`src/sv/message_id_seen_count_table_unit_assert.svh`:
```
// Assertion macros for the message identifier seen-count table.
// Included by mistc_seq, which checks its own sequencing; no other dependencies.
`ifndef MESSAGE_ID_SEEN_COUNT_TABLE_UNIT_ASSERT_SVH
`define MESSAGE_ID_SEEN_COUNT_TABLE_UNIT_ASSERT_SVH

// same-cycle implication
`define MISTC_ASSERT_NOW(label, clk, rst_n, ante, cons) \
    label: assert property (@(posedge clk) disable iff (!rst_n) (ante) |-> (cons)) \
        else $error("mistc assertion failed");

// next-cycle implication
`define MISTC_ASSERT_NEXT(label, clk, rst_n, ante, cons) \
    label: assert property (@(posedge clk) disable iff (!rst_n) (ante) |=> (cons)) \
        else $error("mistc assertion failed");

`endif

```
`src/sv/mistc_pkg.sv`:
```
// Package for the message identifier seen-count table: word types, sequencer states,
// store write request and the proprietary-range decode. No dependencies.
package mistc_pkg;

    localparam int GROUP_W = 18;
    localparam int SOURCE_W = 8;
    localparam int SLOT_W = 6;
    localparam int TOTAL_W = 32;
    localparam int ADDR_MAX_W = 8;

    localparam logic [GROUP_W-1:0] PROP_SINGLE = 18'd126720;
    localparam logic [GROUP_W-1:0] PROP_A_LO = 18'd65280;
    localparam logic [GROUP_W-1:0] PROP_A_HI = 18'd65535;
    localparam logic [GROUP_W-1:0] PROP_B_LO = 18'd130816;
    localparam logic [GROUP_W-1:0] PROP_B_HI = 18'd131071;

    typedef struct packed {
        logic [GROUP_W-1:0]  group_number;
        logic [SOURCE_W-1:0] source_address;
    } t_in_word;

    typedef struct packed {
        logic               first_seen;
        logic               proprietary;
        logic [SLOT_W-1:0]  slot_index;
        logic [TOTAL_W-1:0] seen_total;
        logic               table_full;
    } t_out_word;

    typedef struct packed {
        logic                  we;
        logic [ADDR_MAX_W-1:0] addr;
        logic [GROUP_W-1:0]    group;
        logic [TOTAL_W-1:0]    total;
        logic [SOURCE_W-1:0]   source;
    } t_mem_wr;

    typedef struct packed {
        logic [GROUP_W-1:0] group;
        logic [TOTAL_W-1:0] total;
    } t_mem_rd;

    typedef enum logic [1:0] {
        S_IDLE,
        S_RD,
        S_CMP,
        S_PUSH
    } t_state;

    function automatic logic is_proprietary(input logic [GROUP_W-1:0] g);
        is_proprietary = (g == PROP_SINGLE) ||
                         ((g >= PROP_A_LO) && (g <= PROP_A_HI)) ||
                         ((g >= PROP_B_LO) && (g <= PROP_B_HI));
    endfunction

endpackage

```
`src/sv/message_id_seen_count_table_unit.sv`:
```
// Top level of the message identifier seen-count table: scan sequencer and output register.
// Depends on mistc_pkg, mistc_seq and mistc_store.
//
//  channel  | direction | handshake               | word
//  ---------+-----------+-------------------------+---------------------
//  in       | input     | i_in_valid / o_in_ready | mistc_pkg::t_in_word
//  out      | output    | o_out_valid/ i_out_ready| mistc_pkg::t_out_word
//
// Each entry scanned takes one memory read and one compare; the push then waits for room at the output.
// A hit at entry k ends the scan at that entry; a miss scans all TABLE_ENTRIES entries.
// Reset clears the valid bits at once; no clearing pass.
// A waiting result sits in the output register while the next word is scanned.
module message_id_seen_count_table_unit #(
    parameter int TABLE_ENTRIES = 64
) (
    input  logic                 i_clk,
    input  logic                 i_rst_n,
    input  logic                 i_in_valid,
    output logic                 o_in_ready,
    input  mistc_pkg::t_in_word  i_in_word,
    output logic                 o_out_valid,
    input  logic                 i_out_ready,
    output mistc_pkg::t_out_word o_out_word
);

    logic                 out_room;
    logic                 push;
    mistc_pkg::t_out_word res;
    logic                 r_out_valid;
    mistc_pkg::t_out_word r_out_word;

    assign out_room = !r_out_valid || i_out_ready;

    mistc_seq #(
        .TABLE_ENTRIES(TABLE_ENTRIES)
    ) u_seq (
        .i_clk     (i_clk),
        .i_rst_n   (i_rst_n),
        .i_in_valid(i_in_valid),
        .o_in_ready(o_in_ready),
        .i_in_word (i_in_word),
        .i_out_room(out_room),
        .o_push    (push),
        .o_res     (res)
    );

    always_ff @(posedge i_clk) begin
        if (!i_rst_n) begin
            r_out_valid <= 1'b0;
        end else if (push) begin
            r_out_valid <= 1'b1;
        end else if (i_out_ready) begin
            r_out_valid <= 1'b0;
        end
    end

    always_ff @(posedge i_clk) begin
        if (push) begin
            r_out_word <= res;
        end
    end

    assign o_out_valid = r_out_valid;
    assign o_out_word  = r_out_word;

endmodule

```
`src/sv/mistc_store.sv`:
```
// Entry store of the seen-count table: group, count and last-source memories.
// Depends on mistc_pkg for the write request and read data types.
module mistc_store #(
    parameter int TABLE_ENTRIES = 64
) (
    input  logic                      i_clk,
    input  logic [((TABLE_ENTRIES > 1) ? $clog2(TABLE_ENTRIES) : 1)-1:0] i_rd_addr,
    input  mistc_pkg::t_mem_wr        i_wr,
    output mistc_pkg::t_mem_rd        o_rd
);

    localparam int IW = (TABLE_ENTRIES > 1) ? $clog2(TABLE_ENTRIES) : 1;

    logic [mistc_pkg::GROUP_W-1:0]  r_group_mem  [TABLE_ENTRIES];
    logic [mistc_pkg::TOTAL_W-1:0]  r_total_mem  [TABLE_ENTRIES];
    logic [mistc_pkg::SOURCE_W-1:0] r_source_mem [TABLE_ENTRIES];
    mistc_pkg::t_mem_rd             r_rd;

    always_ff @(posedge i_clk) begin
        if (i_wr.we) begin
            r_group_mem[i_wr.addr[IW-1:0]]  <= i_wr.group;
            r_total_mem[i_wr.addr[IW-1:0]]  <= i_wr.total;
            r_source_mem[i_wr.addr[IW-1:0]] <= i_wr.source;
        end
    end

    always_ff @(posedge i_clk) begin
        r_rd.group <= r_group_mem[i_rd_addr];
        r_rd.total <= r_total_mem[i_rd_addr];
    end

    assign o_rd = r_rd;

endmodule

```
`src/sv/mistc_seq.sv`:
```
// Scan sequencer of the seen-count table: one shared compare over the entries,
// valid bits, first-free tracking and result build. Depends on mistc_pkg and mistc_store.
`include "message_id_seen_count_table_unit_assert.svh"

module mistc_seq #(
    parameter int TABLE_ENTRIES = 64
) (
    input  logic                 i_clk,
    input  logic                 i_rst_n,
    input  logic                 i_in_valid,
    output logic                 o_in_ready,
    input  mistc_pkg::t_in_word  i_in_word,
    input  logic                 i_out_room,
    output logic                 o_push,
    output mistc_pkg::t_out_word o_res
);

    localparam int IW = (TABLE_ENTRIES > 1) ? $clog2(TABLE_ENTRIES) : 1;
    localparam logic [IW-1:0] LAST = IW'(TABLE_ENTRIES - 1);

    mistc_pkg::t_state              r_state, n_state;
    logic [IW-1:0]                  r_idx, n_idx;
    logic                           r_free_found, n_free_found;
    logic [IW-1:0]                  r_free_idx, n_free_idx;
    logic [TABLE_ENTRIES-1:0]       r_valid, n_valid;
    mistc_pkg::t_out_word           r_res, n_res;
    logic [mistc_pkg::GROUP_W-1:0]  r_group;
    logic [mistc_pkg::SOURCE_W-1:0] r_src;

    mistc_pkg::t_mem_wr wr;
    mistc_pkg::t_mem_rd rd;
    logic               hit;
    logic               free_now;
    logic               eff_found;
    logic [IW-1:0]      eff_idx;

    mistc_store #(
        .TABLE_ENTRIES(TABLE_ENTRIES)
    ) u_store (
        .i_clk    (i_clk),
        .i_rd_addr(r_idx),
        .i_wr     (wr),
        .o_rd     (rd)
    );

    assign hit       = r_valid[r_idx] && (rd.group == r_group);
    assign free_now  = !r_free_found && !r_valid[r_idx];
    assign eff_found = r_free_found || free_now;
    assign eff_idx   = r_free_found ? r_free_idx : r_idx;

    always_comb begin
        n_state = r_state;
        unique case (r_state)
            mistc_pkg::S_IDLE: begin
                if (i_in_valid) n_state = mistc_pkg::S_RD;
            end
            mistc_pkg::S_RD: begin
                n_state = mistc_pkg::S_CMP;
            end
            mistc_pkg::S_CMP: begin
                if (hit || (r_idx == LAST)) n_state = mistc_pkg::S_PUSH;
                else n_state = mistc_pkg::S_RD;
            end
            mistc_pkg::S_PUSH: begin
                if (i_out_room) n_state = mistc_pkg::S_IDLE;
            end
            default: n_state = mistc_pkg::S_IDLE;
        endcase
    end

    always_comb begin
        o_in_ready   = 1'b0;
        o_push       = 1'b0;
        n_idx        = r_idx;
        n_free_found = r_free_found;
        n_free_idx   = r_free_idx;
        n_valid      = r_valid;
        n_res        = r_res;
        wr           = '0;
        unique case (r_state)
            mistc_pkg::S_IDLE: begin
                o_in_ready = 1'b1;
                if (i_in_valid) begin
                    n_idx        = '0;
                    n_free_found = 1'b0;
                    n_free_idx   = '0;
                end
            end
            mistc_pkg::S_RD: begin
            end
            mistc_pkg::S_CMP: begin
                n_res.proprietary = mistc_pkg::is_proprietary(r_group);
                if (hit) begin
                    wr.we    = 1'b1;
                    wr.addr  = mistc_pkg::ADDR_MAX_W'(r_idx);
                    wr.group = r_group;
                    wr.total = rd.total + 32'd1;
                    wr.source = r_src;
                    n_res.first_seen = 1'b0;
                    n_res.table_full = 1'b0;
                    n_res.slot_index = mistc_pkg::SLOT_W'(r_idx);
                    n_res.seen_total = rd.total + 32'd1;
                end else begin
                    if (free_now) begin
                        n_free_found = 1'b1;
                        n_free_idx   = r_idx;
                    end
                    if (r_idx == LAST) begin
                        if (eff_found) begin
                            wr.we    = 1'b1;
                            wr.addr  = mistc_pkg::ADDR_MAX_W'(eff_idx);
                            wr.group = r_group;
                            wr.total = 32'd1;
                            wr.source = r_src;
                            n_valid[eff_idx] = 1'b1;
                            n_res.first_seen = 1'b1;
                            n_res.table_full = 1'b0;
                            n_res.slot_index = mistc_pkg::SLOT_W'(eff_idx);
                            n_res.seen_total = 32'd1;
                        end else begin
                            n_res.first_seen = 1'b0;
                            n_res.table_full = 1'b1;
                            n_res.slot_index = '0;
                            n_res.seen_total = '0;
                        end
                    end else begin
                        n_idx = r_idx + IW'(1);
                    end
                end
            end
            mistc_pkg::S_PUSH: begin
                o_push = i_out_room;
            end
            default: begin
            end
        endcase
    end

    always_ff @(posedge i_clk) begin
        if (!i_rst_n) begin
            r_state      <= mistc_pkg::S_IDLE;
            r_idx        <= '0;
            r_free_found <= 1'b0;
            r_free_idx   <= '0;
            r_valid      <= '0;
        end else begin
            r_state      <= n_state;
            r_idx        <= n_idx;
            r_free_found <= n_free_found;
            r_free_idx   <= n_free_idx;
            r_valid      <= n_valid;
        end
    end

    always_ff @(posedge i_clk) begin
        r_res <= n_res;
        if (o_in_ready && i_in_valid) begin
            r_group <= i_in_word.group_number;
            r_src   <= i_in_word.source_address;
        end
    end

    assign o_res = r_res;

    `MISTC_ASSERT_NOW(a_wr_in_cmp, i_clk, i_rst_n, wr.we, r_state == mistc_pkg::S_CMP)
    `MISTC_ASSERT_NEXT(a_push_to_idle, i_clk, i_rst_n, o_push, r_state == mistc_pkg::S_IDLE)
    `MISTC_ASSERT_NEXT(a_valid_grow, i_clk, i_rst_n, 1'b1,
        $countones(r_valid) >= $countones($past(r_valid)))
    `MISTC_ASSERT_NOW(a_full_no_wr, i_clk, i_rst_n, n_res.table_full && (r_state == mistc_pkg::S_CMP), !wr.we)

endmodule

```
`config.mk`:
```
export PLATFORM = sky130hd
export DESIGN_NAME = message_id_seen_count_table_unit
export DESIGN_NICKNAME = d
export VERILOG_FILES = /design/src/sv/mistc_pkg.sv /design/src/sv/message_id_seen_count_table_unit.sv /design/src/sv/mistc_store.sv /design/src/sv/mistc_seq.sv
export VERILOG_INCLUDE_DIRS = /design/src /design/src/sv
export SDC_FILE = /design/constraint.sdc
export NUM_CORES = 2
export LEC_CHECK = 0
export BUFFER_PORTS_ARGS = -buffer_cell sky130_fd_sc_hd__buf_2
export CORE_ASPECT_RATIO = 0.7
export CORE_MARGIN = 2
export CORE_UTILIZATION = 60
export DETAILED_ROUTE_END_ITERATION = 10
export GPL_ROUTABILITY_DRIVEN = 0
export PLACE_DENSITY = 0.74
export SLEW_MARGIN = 20
export SYNTH_ARGS = -nofsm -noshare
export SYNTH_HDL_FRONTEND = slang
export SYNTH_SLANG_ARGS = --single-unit
```
`constraint.sdc`:
```
create_clock -name i_clk -period 23.2 [get_ports i_clk]
set_input_delay 1.16 -clock i_clk [delete_from_list [all_inputs] [get_ports i_clk]]
set_output_delay 1.16 -clock i_clk [all_outputs]
set_load 0.01 [all_outputs]
```
**Word level (Yosys, flattened, before mapping)**

Memory sizes are Yosys's and may differ from the RTL's. A register that Yosys moved wholly into a read port is not among the register bits.
Cells that the tools add are included.

- Register bits: 188
- Bits in writable memories: 3,200
- Memories: 2

Memory list:

| memory | depth | width | read ports | clocked after memory_dff | write ports | RTL line | RTL |
|---|---|---|---|---|---|---|---|
| u_seq.u_store.r_total_mem | 64 | 32 | 1 | 1 | 1 | mistc_store.sv:15 | `logic [mistc_pkg::TOTAL_W-1:0] r_total_mem [TABLE_ENTRIES];` |
| u_seq.u_store.r_group_mem | 64 | 18 | 1 | 1 | 1 | mistc_store.sv:14 | `logic [mistc_pkg::GROUP_W-1:0] r_group_mem [TABLE_ENTRIES];` |

- $add $sub $neg: 2
- Magnitude comparators: 7
- Equality and inequality tests: 11
- Mux-type cells: 35
- Bitwise operators: 2
- Reduce and logical (&&, ||, !) cells: 23

Operators with widths:

| kind | number |
|---|---|
| $mux W67 | 4 |
| $mux W39 | 3 |
| $or A64 B64 Y64 | 1 |
| $mux W6 | 6 |
| $add A32 B1 Y32 const B | 1 |
| $pmux W6 S2 | 2 |
| $eq A18 B17 Y1 const B | 1 |
| $eq A18 B18 Y1 | 1 |
| $ge A18 B16 Y1 const B | 1 |
| $ge A18 B17 Y1 const B | 1 |
| $le A18 B16 Y1 const B | 1 |
| $le A18 B17 Y1 const B | 1 |
| $lt A6 B7 Y1 const B | 2 |
| $mux W1 | 13 |
| $reduce_and A4 Y1 | 3 |
| $pmux W2 S4 | 1 |
| $add A6 B1 Y6 const B | 1 |
| $bmux W1 S6 | 1 |
| $demux W1 S6 | 1 |
| $eq A6 B6 Y1 const B | 1 |
| $ge A6 B1 Y1 const B | 1 |
| $logic_and A1 B1 Y1 | 6 |
| $mux W2 | 3 |
| $ne A2 B2 Y1 const B | 3 |
| other kinds (10) | 21 |

**Longest topological paths before layout**

- Depth in word-level cells: 11
- Gate-level depth with buffers: 14

**Modules after synthesis**

Synthesis repeated with hierarchy kept, for this count alone.

- Cell total of the unflattened synthesis: 5,895
- Area total of the unflattened synthesis: 130,659.1 um^2

Modules (own cells, without submodules):

| module | times used | cells each | area an instance (um^2) | sequential area each (um^2) |
|---|---|---|---|---|
| mistc_store | 1 | 5,089 | 122,246.0 | 97,093.1 |
| mistc_seq | 1 | 761 | 7,133.1 | 3,593.4 |
| message_id_seen_count_table_unit | 1 | 45 | 1,280.0 | 1,251.2 |

**Worst setup path before layout**

OpenSTA, ideal clock, no wires.

- Path type: register -> register
- Start point: reg u_seq.r_idx[1]
- End point: mem u_seq.u_store.r_group_mem[19][0] (netlist name) (enable)
- Setup time: 0.582 ns
- Arrival: 7.578 ns
- Data required time: 22.618 ns
- Slack: 15.040 ns
- Stages on the path, launching flop included: 14
- Period minus slack after synthesis: 8.160 ns
- Cells stage by stage: dfxtp_1 buf_6 buf_6 mux4_2 mux4_2 mux2i_4 nand2_4 o311a_1 buf_2 o21ai_2 nand4bb_1 buf_2 buf_2 nor4_1

- Longest elaborated chain between the ends: 11

RTL lines:

| item | RTL line | RTL |
|---|---|---|
| start: declaration | mistc_seq.sv:22 | `logic [IW-1:0] r_idx, n_idx;` |
| start signal: assignment | mistc_seq.sv:148 | `r_idx <= n_idx;` |
| $bmux W1 S6 | mistc_seq.sv:46, mistc_seq.sv:47 |  |
| $mux W1 (not written as such) | mistc_seq.sv:46, mistc_seq.sv:47 |  |
| $logic_not A1 Y1 | mistc_seq.sv:47 | `assign free_now = !r_free_found && !r_valid[r_idx];` |
| $logic_and A1 B1 Y1 | mistc_seq.sv:47 |  |
| $logic_or A1 B1 Y1 | mistc_seq.sv:48 | `assign eff_found = r_free_found \|\| free_now;` |
| $mux W67 | mistc_seq.sv:109 | `if (eff_found) begin` |
| $mux W67 | mistc_seq.sv:108 | `if (r_idx == LAST) begin` |
| $mux W67 * | mistc_seq.sv:93 | `if (hit) begin` |
| $mux W67 * | mistc_seq.sv:80 | `unique case (r_state)` |
| $mux W1 | mistc_store.sv:20 | `if (i_wr.we) begin` |
| $mux W1 | n/a |  |
| end: declaration | mistc_store.sv:14 |  |

Mark *: on every way between the ends. The rest lies on a longest branch, timed or not. The select of a mux whose other input is x is not followed.

==> run summary <==
The flow ran to the end, and the final reports show no timing, DRC or antenna violations. The number of gates resized after CTS is 0. The cell count after synthesis came out at ~5.4k. The final setup violation count is 0. Global routing consumed, over all layers together, a little over 30% of the routing resources.

The count of pins over their slew limit came to 0. In this run, post-CTS hold repair placed 0 buffers. The setup TNS came out at 0 ns.

Along the worst path, the maximum fanout reaches approximately 130. The worst hold path belongs to the class reg2reg. The layout overhead on the synthesized area came out at 12.06%. The first detailed-routing pass took 6 iterations. The clock tree from TritonCTS is yes. The cell depth of the worst flop-to-flop path came out at 8. The library cell used most frequently in the layout, excluding fill and tap cells, is edfxtp_1. The later-pin clock latency in the skew report is 0.90 ns. The number of nets in the finished design came out at 5721. Clock tree synthesis selected as its root buffer the cell clkbuf_16. The critical path goes through buf_4, buf_4, buf_12, buf_4, buf_4, mux4_2, mux4_2, mux4_2. The cell area power density came out at 80.98 nW/µm².

The worst pin sits at a relative slew slack of 15.98%. The post-synthesis cell type count came out at 65. Total power for the finished layout comes to about 0.012 W.

Counting instances, the worst hold path has a depth of 0. The post-CTS setup repair buffer count came out at 0. The leakage component of the power came out at 45.35 nW. The sequential share of the synthesized area is 78.16%. The number of port buffers came out at 64. After detailed routing, the number of vias per cell comes to 7.235. The slowest stage of the critical path belongs to the cell dfxtp_4.

The die height is 393.6 µm. The number of buffers created by CTS came out at 310. Of the total power, the clock network draws a little over two fifths. The number of antenna-violating nets in the routed design came out at 0. The number of enable-type register cells in the synthesized netlist came out at roughly 3.3k. The total overflow reported by the global router came out at 0.

The remaining routing DRC violations is 0. The clock-pin slew of the registers on the worst-case setup and hold paths is 0.07 ns. The minimum setup slack among reg-to-reg paths is 16.22 ns. Net switching is 19.34% of the power.

The floorplan step defined a die boundary enclosing 220700 µm². The floorplan row count came out at 142. The fraction of power consumed by sequential logic came out at a little under three fifths.

The standard cell area after detailed placement is 135300 µm². The total via count after detailed routing is 63.77k. STA puts the critical path data required time at 23.93 ns. The fraction of synthesized cell area taken by the top area cell type came out at 76.16%. The number of global-route vias before repair came out at 62.18k.

The peak clock frequency supported by timing is around 140 MHz. The maximum buffer depth of the clock tree came out at 4. The largest net degree at the start of global routing is 135. The critical path in this run is classified as reg2reg. Combinational logic is responsible for 0.7% of the overall power. At the pin with the least slew margin, the transition time is between 1 and 1.5 ns. The peak ir drop on the vdd network came out at 0.07503 mV. Counting every sink on the clock net gives 3430. Counting stages on the worst path, the most repeated cell is buf_4.

Among all flip-flop cells after synthesis, the most frequent one is edfxtp_1. The Yosys warning count came out at 0. The finished cells cover between 100000 and 150000 µm². The number of H-tree levels is 5.

The endpoint of the worst hold-timing path is o_out_word[27]. The cell internal power dissipation is 0.009523 W. The final-report hold violation count came out at 0. Of the available clock period, the critical path in the final layout requires 30.07%. The tool flagged a number of max-cap violations equal to 0.

The startpoint of the worst register-to-register path is u_seq.r_idx[1]. The largest stage delay on the critical path is 0.94 ns. Averaged over all synthesized cells, the footprint is 24.27 µm². The starting DRC count in detailed routing is 10.88k. The total wire length came out at 344.2 mm. The average wire length per cell after detail routing came out at ~39 µm. The I/O pin count came out at 73. The power dissipated by switching net loads came out at 0.002283 W.

For this configuration, the core starts out at a cell density of roughly three fifths. The initial antenna violation count came out at 6. When the netlist entered floorplanning its net count stood at 5393. The layout filler cell count is 12.49k. The source of the worst hold timing path is u_seq.o_res[27]. The first global-routing pass estimated 477.5 mm of wire. The cell area that synthesis handed to floorplanning was ~130000 µm².

The register bit total from synthesis is ~3.4k. In the post-synthesis netlist, the biggest area contributors are edfxtp_1 (76%), mux4_2 (18%), dfxtp_1 (2.0%), clkbuf_1 (0.57%), nand2_1 (0.32%). The antenna diode count came out at 0.

The async set or reset register ratio after synthesis is 0%. The estimated wirelength of the detail-placed design is 167.4 mm. After layout, the minimum clock period comes to 6.976 ns. The library cells used most frequently in the layout, excluding fill and tap cells, are edfxtp_1 (3300), mux4_2 (1060), clkbuf_16 (319). The worst setup path is captured at a register. The area of the core came out at approximately 210000 µm². The signal arrival time at the worst endpoint came out at 7.70 ns. The layout cell share with drive strength beyond 1 came out at 32.48%. The clock skew is 0.07757 ns. Setup repair after global routing left no endpoint under its margin. STA classifies the critical path startpoint as a register. edfxtp_1 takes more of the synthesized area than any other cell.

The endpoint identified for the worst register-to-register timing path is u_seq.u_store.o_rd[5]. The die span in x is 560.6 µm.
==> layer usage <==
layer	share of wire [%]	wire length [µm]	global-route usage, %	vias up
met4	3.8	13190	10.27	10
li1	-	-	-	23720
met2	46	157500	45.76	5214
met1	37	126200	46.69	34090
met5	0.017	59	0	-
met3	14	47280	7.963	732
==> cell usage after synthesis (3+ instances only) <==
master     instances
a22oi_1            4
nor3_2             8
nor3_1            61
nand2b_1           3
buf_6              5
and2_1             5
buf_1             63
a2111oi_0          3
nand4_1           13
nor4_2             6
inv_1             12
buf_2             13
xor2_1            15
clkbuf_1         197
o22ai_1            3
nand3_1           18
nor4_1            11
o21ai_1            5
nand2_1          110
mux4_2          1060
a21o_1             3
nor2b_1           25
mux2i_1           17
a211oi_1           5
a21boi_0           9
and4_1             3
o22ai_2            3
and3_1             4
nor2_1            87
dfxtp_1          130
xnor2_1           37
a22o_1             6
edfxtp_1        3300
buf_4              3
a21oi_1            6
o21ai_0           74
==> power groups by stage <==
stage	Clock, W	Combinational (W)	Sequential (W)
finish	0.00503	0.0000851	0.00669
floorplan	0	0.0000691	0.00682
global route	0.00530	0.0000925	0.00668
CTS	0.00507	0.0000877	0.00669
detailed placement	0	0.0000877	0.00682
global placement	0	0.0000876	0.00682
==> cell type report <==
class | count | area (µm²) | area share [%]
sequential | 3430 | 101700 | 69.76
multi-input combinational | 1635 | 28000 | 19.20
clock buffer | 415 | 8523 | 5.846
tap | 2880 | 3603 | 2.471
timing repair buffer | 297 | 2641 | 1.812
clock inverter | 141 | 1257 | 0.8624
inverter | 15 | 68.82 | 0.04720
==> sequential cells by signal (all words and copies together) (netlist names), 2 cells and up <==
signal	cells
u_seq.o_res	41
u_seq.r_free_idx	6
o_out_word	41
u_seq.r_valid	64
u_seq.u_store.o_rd	50
u_seq.u_store.r_group_mem	1152
u_seq.r_state	2
u_seq.r_group	18
u_seq.u_store.r_total_mem	2048
u_seq.r_idx	6
==> cells by family (layout without fill, tap and decap cells) <==
group / Yosys count / after routing / share of synthesized area [%]
xor gates and xnor gates: 52 / 52 / 0.3500
muxes: 1078 / 1078 / 18.50
buffers and inverters: 296 / 868 / 0.9039
DFF: 3430 / 3430 / 78.16
adders and majority gates: 2 / 2 / 0.01923
AOI/OAI and AO/OA: 138 / 138 / 0.6914
and+or+nand+nor: 365 / 365 / 1.378
==> worst max-delay path, delay by kind of cell, from the launching register on <==
kind | cells | cell delay (ns)
buf+inv | 5 | 3.82
mux | 3 | 1.53
flops | 1 | 0.94
==> stage by stage <==
step / hold WS (ns) / util (%) / setup WS, ns / std cells
after floorplan: 0.4003 / - / 15.04 / 5361
after global placement: 0.4043 / 62.98 / 16.16 / 8226
after detailed placement: 0.4045 / 63.00 / 16.13 / 8228
after CTS: 0.4057 / 67.56 / 16.12 / 8784
after global routing: 0.4200 / 67.88 / 16.00 / 8813
final: 0.4157 / 67.88 / 16.22 / 8813
==> worst max-delay path by stage <==
stage                              start                               end  slack [ns]  depth (start not counted)
after detailed placement  u_seq.r_idx[0]            u_seq.u_store.o_rd[45]       16.13                          8
after CTS                 u_seq.r_idx[0]            u_seq.u_store.o_rd[42]       16.12                          8
after global placement    u_seq.r_idx[0]            u_seq.u_store.o_rd[45]       16.16                          8
after global routing      u_seq.r_idx[0]            u_seq.u_store.o_rd[42]       16.00                          8
final                     u_seq.r_idx[1]             u_seq.u_store.o_rd[5]       16.22                          8
after floorplan           u_seq.r_idx[1]  u_seq.u_store.r_group_mem[19][0]       15.04                         13
Power figures use the tool's default switching activity.
